$ cat src/hdl/ilf_pkg.sv
// ilf_pkg: shared types and constants of the indexed list with free list
// transfer payloads, action and status codes, link memory request group
// depends on nothing
package ilf_pkg;

    localparam int CAPACITY = 64;
    localparam int IDX_W    = $clog2(CAPACITY);
    localparam int LINK_W   = $clog2(CAPACITY + 1);
    localparam int DATA_W   = 32;

    // link value that marks the end of a list
    localparam logic [LINK_W-1:0] NULL_LINK = LINK_W'(CAPACITY);
    localparam logic [LINK_W-1:0] CAP_COUNT = LINK_W'(CAPACITY);

    localparam logic [2:0] ACT_APPEND = 3'd0;
    localparam logic [2:0] ACT_REMOVE = 3'd1;
    localparam logic [2:0] ACT_READ   = 3'd2;
    localparam logic [2:0] ACT_WRITE  = 3'd3;
    localparam logic [2:0] ACT_CLEAR  = 3'd4;

    typedef enum logic [1:0] {
        ST_OK   = 2'd0,
        ST_FULL = 2'd1,
        ST_BAD  = 2'd2
    } status_t;

    typedef struct packed {
        logic [2:0]              action;
        logic [IDX_W-1:0]        entry_index;
        logic [IDX_W-1:0]        prev_index;
        logic                    prev_present;
        logic signed [DATA_W-1:0] data_in;
    } req_t;

    typedef struct packed {
        logic [IDX_W-1:0]        result_index;
        logic                    result_null;
        logic signed [DATA_W-1:0] data_out;
        status_t                 status;
    } rsp_t;

    typedef struct packed {
        logic              re;
        logic [IDX_W-1:0]  raddr;
        logic              we;
        logic [IDX_W-1:0]  waddr;
        logic [LINK_W-1:0] wdata;
    } link_req_t;

endpackage

$ cat src/hdl/ilf_stream_if.sv
// ilf_stream_if: valid/ready channel carrying one payload per transfer
// payload type is a parameter, normally ilf_pkg::req_t or ilf_pkg::rsp_t
interface ilf_stream_if #(parameter type payload_t = logic);
    logic     valid;
    logic     ready;
    payload_t payload;

    modport source (output valid, output payload, input ready);
    modport sink   (input valid, input payload, output ready);
endinterface

$ cat src/hdl/ilf_ram.sv
// ilf_ram: simple dual port synchronous memory, one read and one write port
// registered read data, read returns the old word on a same-address write
// depends on nothing
module ilf_ram #(
    parameter int WIDTH = 8,
    parameter int DEPTH = 64,
    localparam int AW = $clog2(DEPTH)
) (
    input  logic             clk,
    input  logic             re,
    input  logic [AW-1:0]    raddr,
    output logic [WIDTH-1:0] rdata,
    input  logic             we,
    input  logic [AW-1:0]    waddr,
    input  logic [WIDTH-1:0] wdata
);

    logic [WIDTH-1:0] mem [DEPTH];

    always_ff @(posedge clk)
    begin
        if (re)
        begin
            rdata <= mem[raddr];
        end
        if (we)
        begin
            mem[waddr] <= wdata;
        end
    end

endmodule

$ cat src/hdl/ilf_ctrl.sv
// ilf_ctrl: sequencer and list registers of the indexed list
// issues link and value memory accesses in the issue state, finishes each action in the finish state that follows
// depends on ilf_pkg
module ilf_ctrl import ilf_pkg::*; #(
    parameter int VALUE_WIDTH = 32
) (
    input  logic                   clk,
    input  logic                   rst_n,
    input  logic                   req_valid,
    input  req_t                   req_payload,
    output logic                   req_ready,
    output logic                   res_valid,
    input  logic                   res_ready,
    output rsp_t                   res,
    output link_req_t              link_req,
    input  logic [LINK_W-1:0]      link_rdata,
    output logic                   val_re,
    output logic                   val_we,
    output logic [IDX_W-1:0]       val_addr,
    output logic [VALUE_WIDTH-1:0] val_wdata,
    input  logic [VALUE_WIDTH-1:0] val_rdata
);

    typedef enum logic [2:0] {
        S_IDLE   = 3'b001,
        S_ISSUE  = 3'b010,
        S_FINISH = 3'b100
    } state_t;

    state_t            state_reg, state_next;
    req_t              req_reg, req_next;
    logic [LINK_W-1:0] head_reg, head_next;
    logic [LINK_W-1:0] tail_reg, tail_next;
    logic [LINK_W-1:0] free_head_reg, free_head_next;
    logic [LINK_W-1:0] free_count_reg, free_count_next;
    logic [LINK_W-1:0] used_reg, used_next;
    // per-action context carried from issue to finish
    status_t           st_reg, st_next;
    logic [IDX_W-1:0]  slot_reg, slot_next;
    logic              take_free_reg, take_free_next;
    logic              tail_slot_reg, tail_slot_next;
    logic              head_match_reg, head_match_next;

    logic [LINK_W-1:0] idx_ext;
    logic [LINK_W-1:0] prev_ext;
    logic              take_free;
    logic [IDX_W-1:0]  slot;
    logic              full;
    logic              idx_bad;
    logic              prev_bad;
    logic              tail_valid;
    logic              fire;

    assign idx_ext    = LINK_W'(req_reg.entry_index);
    assign prev_ext   = LINK_W'(req_reg.prev_index);
    assign take_free  = (free_count_reg != '0) && (free_head_reg < NULL_LINK);
    assign slot       = take_free ? free_head_reg[IDX_W-1:0] : used_reg[IDX_W-1:0];
    assign full       = !take_free && (used_reg >= CAP_COUNT);
    assign idx_bad    = idx_ext >= used_reg;
    assign prev_bad   = req_reg.prev_present && (prev_ext >= used_reg);
    assign tail_valid = tail_reg < NULL_LINK;
    assign res_valid  = (state_reg == S_FINISH);
    assign fire       = res_valid && res_ready;

    always_comb
    begin
        state_next      = state_reg;
        req_next        = req_reg;
        head_next       = head_reg;
        tail_next       = tail_reg;
        free_head_next  = free_head_reg;
        free_count_next = free_count_reg;
        used_next       = used_reg;
        st_next         = st_reg;
        slot_next       = slot_reg;
        take_free_next  = take_free_reg;
        tail_slot_next  = tail_slot_reg;
        head_match_next = head_match_reg;
        link_req        = '0;
        val_re          = 1'b0;
        val_we          = 1'b0;
        val_addr        = req_reg.entry_index;
        val_wdata       = VALUE_WIDTH'(req_reg.data_in);
        res             = '0;
        res.status      = st_reg;
        req_ready       = 1'b0;

        unique case (state_reg)
            S_IDLE:
            begin
                req_ready = 1'b1;
            end
            S_ISSUE:
            begin
                st_next    = ST_OK;
                state_next = S_FINISH;
                unique case (req_reg.action)
                    ACT_APPEND:
                    begin
                        if (full)
                        begin
                            st_next = ST_FULL;
                        end
                        else
                        begin
                            if (take_free)
                            begin
                                link_req.re     = 1'b1;
                                link_req.raddr  = free_head_reg[IDX_W-1:0];
                                free_count_next = free_count_reg - LINK_W'(1);
                            end
                            else
                            begin
                                used_next = used_reg + LINK_W'(1);
                            end
                            val_we   = 1'b1;
                            val_addr = slot;
                            if (tail_valid)
                            begin
                                link_req.we    = 1'b1;
                                link_req.waddr = tail_reg[IDX_W-1:0];
                                link_req.wdata = LINK_W'(slot);
                            end
                            else
                            begin
                                head_next = LINK_W'(slot);
                            end
                            tail_next      = LINK_W'(slot);
                            slot_next      = slot;
                            take_free_next = take_free;
                            // tail already linked to itself, finish must not overwrite
                            tail_slot_next = tail_valid && (tail_reg[IDX_W-1:0] == slot);
                        end
                    end
                    ACT_REMOVE:
                    begin
                        if (idx_bad || prev_bad)
                        begin
                            st_next = ST_BAD;
                        end
                        else
                        begin
                            // read the old next link while pushing the entry on the free list
                            link_req.re    = 1'b1;
                            link_req.raddr = req_reg.entry_index;
                            link_req.we    = 1'b1;
                            link_req.waddr = req_reg.entry_index;
                            link_req.wdata = free_head_reg;
                            free_head_next = idx_ext;
                            if (free_count_reg < CAP_COUNT)
                            begin
                                free_count_next = free_count_reg + LINK_W'(1);
                            end
                            if (tail_reg == idx_ext)
                            begin
                                tail_next = req_reg.prev_present ? prev_ext : NULL_LINK;
                            end
                            head_match_next = (head_reg == idx_ext);
                        end
                    end
                    ACT_READ:
                    begin
                        if (idx_bad)
                        begin
                            st_next = ST_BAD;
                        end
                        else
                        begin
                            link_req.re    = 1'b1;
                            link_req.raddr = req_reg.entry_index;
                            val_re         = 1'b1;
                        end
                    end
                    ACT_WRITE:
                    begin
                        if (idx_bad)
                        begin
                            st_next = ST_BAD;
                        end
                        else
                        begin
                            val_we = 1'b1;
                        end
                    end
                    ACT_CLEAR:
                    begin
                        head_next       = NULL_LINK;
                        tail_next       = NULL_LINK;
                        free_head_next  = NULL_LINK;
                        free_count_next = '0;
                        used_next       = '0;
                    end
                    default:
                    begin
                    end
                endcase
            end
            S_FINISH:
            begin
                if (st_reg == ST_OK)
                begin
                    unique case (req_reg.action)
                        ACT_APPEND:
                        begin
                            res.result_index = slot_reg;
                            if (fire)
                            begin
                                if (take_free_reg)
                                begin
                                    free_head_next = link_rdata;
                                end
                                if (!tail_slot_reg)
                                begin
                                    link_req.we    = 1'b1;
                                    link_req.waddr = slot_reg;
                                    link_req.wdata = NULL_LINK;
                                end
                            end
                        end
                        ACT_REMOVE:
                        begin
                            res.result_null  = (link_rdata >= NULL_LINK);
                            res.result_index = res.result_null ? '0 : link_rdata[IDX_W-1:0];
                            if (fire)
                            begin
                                if (head_match_reg)
                                begin
                                    head_next = link_rdata;
                                end
                                // a predecessor equal to the entry keeps the free link
                                if (req_reg.prev_present &&
                                    (req_reg.prev_index != req_reg.entry_index))
                                begin
                                    link_req.we    = 1'b1;
                                    link_req.waddr = req_reg.prev_index;
                                    link_req.wdata = link_rdata;
                                end
                            end
                        end
                        ACT_READ:
                        begin
                            res.result_null  = (link_rdata >= NULL_LINK);
                            res.result_index = res.result_null ? '0 : link_rdata[IDX_W-1:0];
                            res.data_out     = DATA_W'(signed'(val_rdata));
                        end
                        default:
                        begin
                        end
                    endcase
                end
                if (fire)
                begin
                    req_ready  = 1'b1;
                    state_next = S_IDLE;
                end
            end
            default:
            begin
                state_next = S_IDLE;
            end
        endcase

        if (req_valid && req_ready)
        begin
            req_next   = req_payload;
            state_next = S_ISSUE;
        end
    end

    always_ff @(posedge clk or negedge rst_n)
    begin
        if (!rst_n)
        begin
            state_reg      <= S_IDLE;
            head_reg       <= NULL_LINK;
            tail_reg       <= NULL_LINK;
            free_head_reg  <= NULL_LINK;
            free_count_reg <= '0;
            used_reg       <= '0;
        end
        else
        begin
            state_reg      <= state_next;
            head_reg       <= head_next;
            tail_reg       <= tail_next;
            free_head_reg  <= free_head_next;
            free_count_reg <= free_count_next;
            used_reg       <= used_next;
        end
    end

    always_ff @(posedge clk)
    begin
        req_reg        <= req_next;
        st_reg         <= st_next;
        slot_reg       <= slot_next;
        take_free_reg  <= take_free_next;
        tail_slot_reg  <= tail_slot_next;
        head_match_reg <= head_match_next;
    end

endmodule

$ cat src/hdl/indexed_list_with_free_list.sv
// indexed_list_with_free_list: one singly linked list held by index in a
// fixed store of 64 entries, with a free list of removed entries.
// Channels: req (sink) carries action, entry_index, prev_index, prev_present
// and data_in; rsp (source) carries result_index, result_null, data_out and
// status, exactly one rsp transfer for every req transfer, in order.
// Each action passes through an issue state and a finish state; a new req is
// taken in the idle state or when the finish state hands its result over.
// The link memory reads the next link in the issue state for use in the finish state.
// The rsp transfer is offered from the output register, which is loaded when
// the finish state hands its result over.
// The rsp side has an output register: a new req is taken while a result
// waits there; when it is still full at the finish cycle, the block holds
// that result and takes no more req until the receiver drains the register.
// Reset clears the list head, tail, free list and high-water mark at once;
// the link and value memories are not cleared and need no sweep, since an
// entry is only read after an append has written it.
// depends on ilf_pkg, ilf_stream_if, ilf_ram, ilf_ctrl
module indexed_list_with_free_list import ilf_pkg::*; #(
    parameter int VALUE_WIDTH = 32
) (
    input  logic         clk,
    input  logic         rst_n,
    ilf_stream_if.sink   req,
    ilf_stream_if.source rsp
);

    link_req_t              link_req;
    logic [LINK_W-1:0]      link_rdata;
    logic                   val_re;
    logic                   val_we;
    logic [IDX_W-1:0]       val_addr;
    logic [VALUE_WIDTH-1:0] val_wdata;
    logic [VALUE_WIDTH-1:0] val_rdata;
    logic                   res_valid;
    logic                   res_ready;
    rsp_t                   res;
    logic                   out_valid_reg, out_valid_next;
    rsp_t                   out_data_reg;

    ilf_ctrl #(
        .VALUE_WIDTH (VALUE_WIDTH)
    ) u_ctrl (
        .clk         (clk),
        .rst_n       (rst_n),
        .req_valid   (req.valid),
        .req_payload (req.payload),
        .req_ready   (req.ready),
        .res_valid   (res_valid),
        .res_ready   (res_ready),
        .res         (res),
        .link_req    (link_req),
        .link_rdata  (link_rdata),
        .val_re      (val_re),
        .val_we      (val_we),
        .val_addr    (val_addr),
        .val_wdata   (val_wdata),
        .val_rdata   (val_rdata)
    );

    ilf_ram #(
        .WIDTH (LINK_W),
        .DEPTH (CAPACITY)
    ) u_link_mem (
        .clk   (clk),
        .re    (link_req.re),
        .raddr (link_req.raddr),
        .rdata (link_rdata),
        .we    (link_req.we),
        .waddr (link_req.waddr),
        .wdata (link_req.wdata)
    );

    ilf_ram #(
        .WIDTH (VALUE_WIDTH),
        .DEPTH (CAPACITY)
    ) u_value_mem (
        .clk   (clk),
        .re    (val_re),
        .raddr (val_addr),
        .rdata (val_rdata),
        .we    (val_we),
        .waddr (val_addr),
        .wdata (val_wdata)
    );

    // output register, refilled in the same cycle it is drained
    assign res_ready = !out_valid_reg || rsp.ready;

    always_comb
    begin
        priority if (res_valid && res_ready)
        begin
            out_valid_next = 1'b1;
        end
        else if (rsp.ready)
        begin
            out_valid_next = 1'b0;
        end
        else
        begin
            out_valid_next = out_valid_reg;
        end
    end

    always_ff @(posedge clk or negedge rst_n)
    begin
        if (!rst_n)
        begin
            out_valid_reg <= 1'b0;
        end
        else
        begin
            out_valid_reg <= out_valid_next;
        end
    end

    always_ff @(posedge clk)
    begin
        if (res_valid && res_ready)
        begin
            out_data_reg <= res;
        end
    end

    assign rsp.valid   = out_valid_reg;
    assign rsp.payload = out_data_reg;

    // the issue cycle after a req transfer never offers a result
    a_no_result_in_issue: assert property (@(posedge clk) disable iff (!rst_n)
        (req.valid && req.ready) |=> !res_valid)
        else $error("result offered in the issue cycle");

    // a held result blocks new requests
    a_hold_blocks_req: assert property (@(posedge clk) disable iff (!rst_n)
        (res_valid && !res_ready) |-> !req.ready)
        else $error("request taken while a result is held");

    // a handed-over result lands in the output register
    a_result_lands: assert property (@(posedge clk) disable iff (!rst_n)
        (res_valid && res_ready) |=> rsp.valid)
        else $error("handed-over result lost");

    // every written link is an entry index or the end marker
    a_link_range: assert property (@(posedge clk) disable iff (!rst_n)
        link_req.we |-> (link_req.wdata <= NULL_LINK))
        else $error("link write out of range");

endmodule
$ cat src/flat_wrapper.sv
// flat-port wrapper written by rule: the top's interface ports become plain ports
module indexed_list_with_free_list_flat import ilf_pkg::*;
#(
    parameter int VALUE_WIDTH = 32
)
  (clk, rst_n, req_valid, req_payload, req_ready, rsp_valid, rsp_payload, rsp_ready);
  ilf_stream_if req_i ();
  ilf_stream_if rsp_i ();
  input  logic clk;
  input  logic rst_n;
  input wire logic [$bits(req_i.valid)-1:0] req_valid;
  input wire logic [$bits(req_i.payload)-1:0] req_payload;
  output wire logic [$bits(req_i.ready)-1:0] req_ready;
  output wire logic [$bits(rsp_i.valid)-1:0] rsp_valid;
  output wire logic [$bits(rsp_i.payload)-1:0] rsp_payload;
  input wire logic [$bits(rsp_i.ready)-1:0] rsp_ready;
  assign req_i.valid = req_valid;
  assign req_i.payload = req_payload;
  assign req_ready = req_i.ready;
  assign rsp_valid = rsp_i.valid;
  assign rsp_payload = rsp_i.payload;
  assign rsp_i.ready = rsp_ready;
  indexed_list_with_free_list #(.VALUE_WIDTH(VALUE_WIDTH)) u_core (.clk(clk), .rst_n(rst_n), .req(req_i), .rsp(rsp_i));
endmodule
$ cat config.mk
export PLATFORM = sky130hd
export DESIGN_NAME = indexed_list_with_free_list_flat
export DESIGN_NICKNAME = d
export VERILOG_FILES = /design/src/hdl/ilf_pkg.sv /design/src/hdl/ilf_stream_if.sv /design/src/hdl/ilf_ram.sv /design/src/hdl/ilf_ctrl.sv /design/src/hdl/indexed_list_with_free_list.sv /design/src/flat_wrapper.sv
export SDC_FILE = /design/constraint.sdc
export NUM_CORES = 1
export LEC_CHECK = 0
export BUFFER_PORTS_ARGS = -buffer_cell sky130_fd_sc_hd__buf_2
export CELL_PAD_IN_SITES_DETAIL_PLACEMENT = 0
export CELL_PAD_IN_SITES_GLOBAL_PLACEMENT = 2
export CORE_MARGIN = 1
export CORE_UTILIZATION = 29
export CTS_BUF_LIST = sky130_fd_sc_hd__clkbuf_2
export DETAILED_ROUTE_END_ITERATION = 12
export PLACE_DENSITY_LB_ADDON = 0.08
export SYNTH_ARGS = -nofsm -noshare
export SYNTH_HDL_FRONTEND = slang
export SYNTH_SLANG_ARGS = --single-unit
$ cat constraint.sdc
create_clock -name clk -period 8 [get_ports clk]
set_input_delay 0.8 -clock clk [delete_from_list [all_inputs] [get_ports clk]]
set_output_delay 0.8 -clock clk [all_outputs]
set_load 0.01 [all_outputs]
Yosys cells after proc, flatten, opt, wreduce, memory -nomap -nowiden:

Memory sizes are Yosys's and may differ from the RTL's. A register that Yosys moved wholly into a read port is not among the register bits.
Cells that the tools add are included.
Widths: inputs -> output; s select.

* bits in registers: 42
* bits in writable memories: 448
* bits of input ports: 5
* memories: 1

Memories
* u_core.u_link_mem.mem: words 64, width 7, read ports 1, clocked after Yosys merged registers in 1, wr ports 1, RTL line ilf_ram.sv:18 `logic [WIDTH-1:0] mem [DEPTH];`

* add/sub/neg operators: 2
* $lt $le $gt $ge: 3
* eq/ne operators: 9
* muxes and demuxes: 28
* bitwise operators: 3
* reductions and logical operators: 17

Operator list (number)
* $mux 7: 11
* $mux 14: 4
* $pmux 14 s2: 1
* $mux 21: 1
* $lt 7x7->1 const B: 2
* $pmux 3 s3: 1
* $ne 2x2->1 const B: 4
* $add 7x1->7 const B: 1
* $ge 7x7->1 const B: 1
* $reduce_bool 7->1: 1
* $sub 7x1->7 const B: 1
* $eq 6x6->1: 1
* $mux 1: 6
* $mux 3: 2
* $mux 6: 1
* $reduce_and 3->1: 2
* $logic_and 1x1->1: 5
* $reduce_and 5->1: 1
* $reduce_and 2->1: 2
* $reduce_bool 2->1: 2
* $eq 3x1->1 const B: 1
* $eq 3x2->1 const B: 1
* $eq 3x3->1 const B: 1
* $ne 3x3->1 const B: 1
* other kinds (5): 8

Depth between registers and ports, before layout:

* depth after elaboration: 8
* mapped depth: 11
* depth with buffers taken out: 9

Cells and area by module:

Synthesis repeated with hierarchy kept, for this count alone.

* cell total of the unflattened synthesis: 4643
* area, all modules: 101826.4 um^2

Modules (own cells, without submodules)
* ilf_ram at u_core.u_value_mem: times used 1, cells an instance 3324, area an instance 78835.6 um^2, seq. area each 62459.9 um^2
* ilf_ram at u_core.u_link_mem: times used 1, cells an instance 833, area an instance 17718.2 um^2, seq. area each 13663.1 um^2
* ilf_ctrl: times used 1, cells an instance 480, area an instance 5185.0 um^2, seq. area each 2521.2 um^2
* indexed_list_with_free_list: times used 1, cells an instance 6, area an instance 87.6 um^2, seq. area each 55.1 um^2

Least setup slack after synthesis:

OpenSTA, ideal clock, no wires.

* path kind: reg2reg
* start: reg u_core.u_ctrl.free_count_reg[0]
* end: mem u_core.u_link_mem.mem[0][3] in the netlist's numbering (data pin)
* library setup time: 0.500 ns
* data arrival time: 3.108 ns
* setup slack: 4.393 ns
* cell stages (with the launch flop): 9
* buffers on the path: 1
* period minus slack after synthesis: 3.607 ns
* cell sequence: dfrtp_1 -> inv_1 -> ha_1 -> nor4b_1 -> a21o_1 -> inv_2 -> clkbuf_1 -> mux2i_1 -> nor2_1

RTL lines
* start: declaration: RTL line ilf_ctrl.sv:35 `logic [LINK_W-1:0] free_count_reg, free_count_next;`
* start signal: assignment: RTL line ilf_ctrl.sv:287 `free_count_reg <= free_count_next;`
* end: declaration: RTL line ilf_ram.sv:18

Worst setup path after layout:

* start: reg u_core.u_ctrl.free_count_reg[1]
* end: reg u_core.u_link_mem.rdata[5] (read register of u_core.u_link_mem.mem) (data pin)

* cells in the longest elaborated chain, start to end: 6

Ends and longest elaborated chain
* $reduce_bool 7->1 *: RTL line ilf_ctrl.sv:56 `assign take_free = (free_count_reg != '0) && (free_head_reg < NULL_LINK);`
* $logic_and 1x1->1 *: RTL line ilf_ctrl.sv:56
* $logic_not 1->1: RTL line ilf_ctrl.sv:58 `assign full = !take_free && (used_reg >= CAP_COUNT);`
* $logic_and 1x1->1: RTL line ilf_ctrl.sv:58
* $mux 21 *: RTL line ilf_ctrl.sv:100 `if (full)`
* $mux 7 *: RTL line ilf_ctrl.sv:88 `unique case (state_reg)`
* end: declaration: RTL line ilf_ram.sv:12 `output logic [WIDTH-1:0] rdata,`

Every way passes the cells marked *; elsewhere a longest branch is shown, timed or not.
A chain may end at the register's enable or synchronous reset.

==> summary.txt <==
Worst setup path
  – Arrival time at the worst endpoint: 5.67 ns
  – Worst setup path end: u_core.u_link_mem.rdata[5]
  – R2R depth: 10
  – Worst setup EP type: register
  – CP cell instances: inv_1 -> ha_1 -> or4b_1 -> o211ai_4 -> buf_4 -> buf_4 -> mux2_2 -> a31oi_1 -> a2bb2oi_1 -> o22ai_1
  – Worst R2R Start: u_core.u_ctrl.free_count_reg[1]
  – Critical setup path kind: register to register
  – Reg2Reg Setup Slack: approximately 3.3 ns
  – Slowest cell on the critical path: o211ai_4
  – Biggest cell delay along the critical path: around 0.9 ns
  – CP Data Required Time: 8.99 ns
  – Crit. Startpoint: u_core.u_ctrl.free_count_reg[1]
  – Crit path top cell by count: buf_4
  – Critical Path Fanout Max: 33
  – Worst setup SP type: register
  – Reg-to-Reg End: u_core.u_link_mem.rdata[5]

Route
  – Initial drt markers: 842
  – Drt first pass iters: 6
  – WL/cell: approximately 26 um
  – Post-Route WL: 64,900 um
  – Via density per instance: roughly 5.0
  – Final antenna-violating net count: 0
  – Number of remaining DRC errors: 0
  – Via count: ~13,000

Layout
  – Area growth from synthesis to layout: 12.1%
  – Post-route insts no fill: about 2,500
  – Post-route cell area: 23,000 sq um
  – Top reg by flops: u_core.u_link_mem.mem
  – Final net count: ~1,500
  – Layout Utilization: 32.8%
  – Share of post-route cells with drive strength above 1: roughly 23%
  – Largest register FFs: 448

Power
  – P_int: 3.99 mW
  – Logic pwr share: between 15 and 20%
  – Static Leak: 7.34 nW
  – Sequential power share: roughly 52%
  – NetSw: 1.90 mW
  – Pwr Density: 256 nW/um^2
  – Worst vdd ir: ~100 uV
  – Switching part of the total: 32.2%
  – Clock power frac: a little under a third

STA
  – Total negative slack: 0 ns
  – Final Skew: approximately 0.063 ns
  – RSZ-0062 raised after global routing: no
  – Final-report hold violation count: 0
  – Max Fclk: around 210 MHz
  – Final setup viols: 0
  – Final Critical Period: about 4.7 ns
  – Period utilisation layout: approximately three fifths
  – Worst slew margin: 19.3%
  – Slew at the pin with the worst max-slew slack: 1.20 ns
  – Worst Slack Setup Final: 3.32 ns
  – Max-slew violations: 0

Global routing
  – M2 GR Usage: a little under 30%
  – Largest net degree at the start of global routing: 65
  – GR Layer Usage met3: 4.23%
  – Met1 usage: around 25%
  – Number of global-route vias before repair: around 13,000
  – Overall fraction of global-route tracks in use: 18.5%
  – First-pass GRT wire length: between 90,000 and 100,000 um
  – Overflow after GRT: 0
  – Grt peak-use layer: met2
  – Initial antenna violation count: 2

Floorplan
  – Area of the core: around 70,000 sq um
  – Die Y: about 270 um
  – Die X: between 200 and 300 um
  – Rows: 97
  – Initial Utilization: between 20% and 30%
  – DIE AREA: around 72,000 sq um
  – IO Pins: 8

Clock tree
  – CTS-repair resized insts: 0
  – CTS tree: done
  – Number of buffers created by CTS: ~140
  – CTS sink cnt: 497
  – Clk root buf: clkbuf_2
  – Clock-pin slew on the worst setup and hold paths: about 0.1 ns
  – H-tree levels: 4
  – Clock Latency Late Sink: ~1.3 ns
  – Clock buffer depth: 3

Yosys
  – Yosys warnings: 0
  – Post-synthesis sequential area ratio: between 70 and 80%
  – Yosys reg bits: ~500
  – Number of synthesized flops with an enable pin: approximately 470
  – Post-Syn Instances: approximately 1,400
  – Syn avg cell area: 14.9 sq um
  – Unique masters post-synth: 69
  – Post-synth top flop: edfxtp_1
  – FFs w/ async S/R, synth: about 6.4%
  – Synth Net Count: between 1,000 and 1,500
  – Mapped cell area: around 21,000 sq um

Place
  – Dpl cell area: approximately 22,000 sq um
  – Cell total after placement: approximately 2,300
  – Dpl ws: ~3.3 ns
  – I/O Buffers: 6
  – Hpwl dp: 38,600 um
  – RD Place Congestion: approximately 0.74

Worst hold path
  – Worst min path class: input pin to async pin

Run
  – Max-Cap Viols: 0

Status
  – Outcome: completed
[metrics by stage]
step | total power, mW | hold slack, ns
2_1_floorplan | 3.68 | 0.455
3_3_place_gp | 4.09 | 0.459
3_5_place_dp | 4.10 | 0.465
4_1_cts | 6.03 | 0.00232
5_1_grt | 6.21 | 0.108
6_report | 5.89 | 0.193
[logic make-up (layout without fill, tap and decap cells)]
family,Yosys count,in the layout,synth area share (%)
simple gates,335,335,7.44
other cells,0,4,0
fa+ha+maj,4,4,0.244
buf+inv,114,320,2.48
compound gates,295,295,11.1
xor+xnor,17,17,0.726
mux,110,110,6.02
flops,497,497,72.0
[cells in the final DEF, fill, tap and decap left out, drive strengths merged, types with 10 or more instances in the layout]
master and instances:
a2111oi 11, nor3 23, mux2 47, a211oi 21, o21a 10, o211ai 14
a31oi 24, inv 32, edfxtp 465, nand3 30, nand3b 15, clkbuf 222
a32oi 39, nor2 97, o221ai 53, dfrtp 29, a21oi 33, mux2i 57
o21ai 31, buf 39, clkinv 18, xnor2 13, nand2 134
[cell usage after synthesis, drive strengths merged (4+ instances only)]
cell / instances / share of area [%]
nand2b: 8 / 0.24
a32oi: 39 / 1.7
mux4: 6 / 0.66
a21oi: 33 / 0.81
clkbuf: 50 / 0.92
buf: 37 / 1.1
nand3: 30 / 0.73
nand3b: 15 / 0.55
a221oi: 7 / 0.30
nor3: 23 / 0.59
nand2: 134 / 2.5
a211oi: 21 / 0.84
ha: 4 / 0.24
a21o: 7 / 0.26
o21a: 10 / 0.37
a221o: 5 / 0.24
o22ai: 8 / 0.24
o221ai: 53 / 2.3
dfrtp: 29 / 3.5
edfxtp: 465 / 68
o32a: 7 / 0.34
xor2: 4 / 0.17
xnor2: 13 / 0.56
inv: 27 / 0.49
o21ai: 31 / 0.81
a32o: 4 / 0.20
mux2: 47 / 2.6
a22oi: 5 / 0.18
mux2i: 57 / 2.8
nor2: 97 / 1.8
a31oi: 24 / 0.73
or2: 4 / 0.12
nor4b: 4 / 0.24
a2111oi: 11 / 0.47
o211ai: 14 / 0.63
[worst min path at each step]
stage                                          end                  startpoint  slack [ns]  depth (start not counted)
global route             u_core.u_ctrl.tail_reg[5]                       rst_n        0.11                          2
CTS                      u_core.u_ctrl.tail_reg[5]                       rst_n       0.002                          2
global placement    u_core.u_ctrl.free_head_reg[0]  u_core.u_link_mem.rdata[0]        0.46                          1
detailed placement  u_core.u_ctrl.free_head_reg[0]  u_core.u_link_mem.rdata[0]        0.46                          1
finish                   u_core.u_ctrl.tail_reg[5]                       rst_n        0.19                          2
floorplan           u_core.u_ctrl.free_head_reg[0]  u_core.u_link_mem.rdata[0]        0.46                          1
[power groups by stage]
| stage | logic (mW) | registers, mW | clock network (mW) |
|---|---|---|---|
| 4_1_cts | 0.965 | 3.08 | 1.98 |
| 2_1_floorplan | 0.633 | 3.04 | 0 |
| 3_3_place_gp | 0.955 | 3.14 | 0 |
| 6_report | 0.939 | 3.08 | 1.87 |
| 3_5_place_dp | 0.956 | 3.14 | 0 |
| 5_1_grt | 1.02 | 3.10 | 2.10 |
[critical path: cells and delay by family, from the launching register on]
| kind | cells | cell delay, ns |
|---|---|---|
| adder cells (fa/ha/maj) | 1 | 0.16 |
| AND/OR/NAND/NOR | 1 | 0.71 |
| AO/OA/AOI/OAI | 4 | 1.59 |
| flip-flops | 1 | 0.41 |
| multiplexers | 1 | 0.42 |
| buffers and inverters | 3 | 1.10 |
[routing by layer]
layer	up-vias	routed length [um]
li1	5728	-
met1	6451	30100
met2	323	30300
met3	103	2900
met4	0	1500
met5	-	0
[area by class of cell]
cell class,count,area [sq um]
clock buffers,222,1110
flip-flops and latches,497,14800
diodes,4,10.0
well taps,940,1180
fillers,7047,47100
inverters,27,101
multi-input cells,761,5320
clock inverters,28,166
repair buffers,43,318
[timing repair]
| item | 4_1_cts | 5_1_grt |
|---|---|---|
| buffers inserted | 0 | 0 |
| hold buffers | 4 | 0 |
| hold endpoints to repair | 37 | 0 |
(Power assumes the default switching activity.)
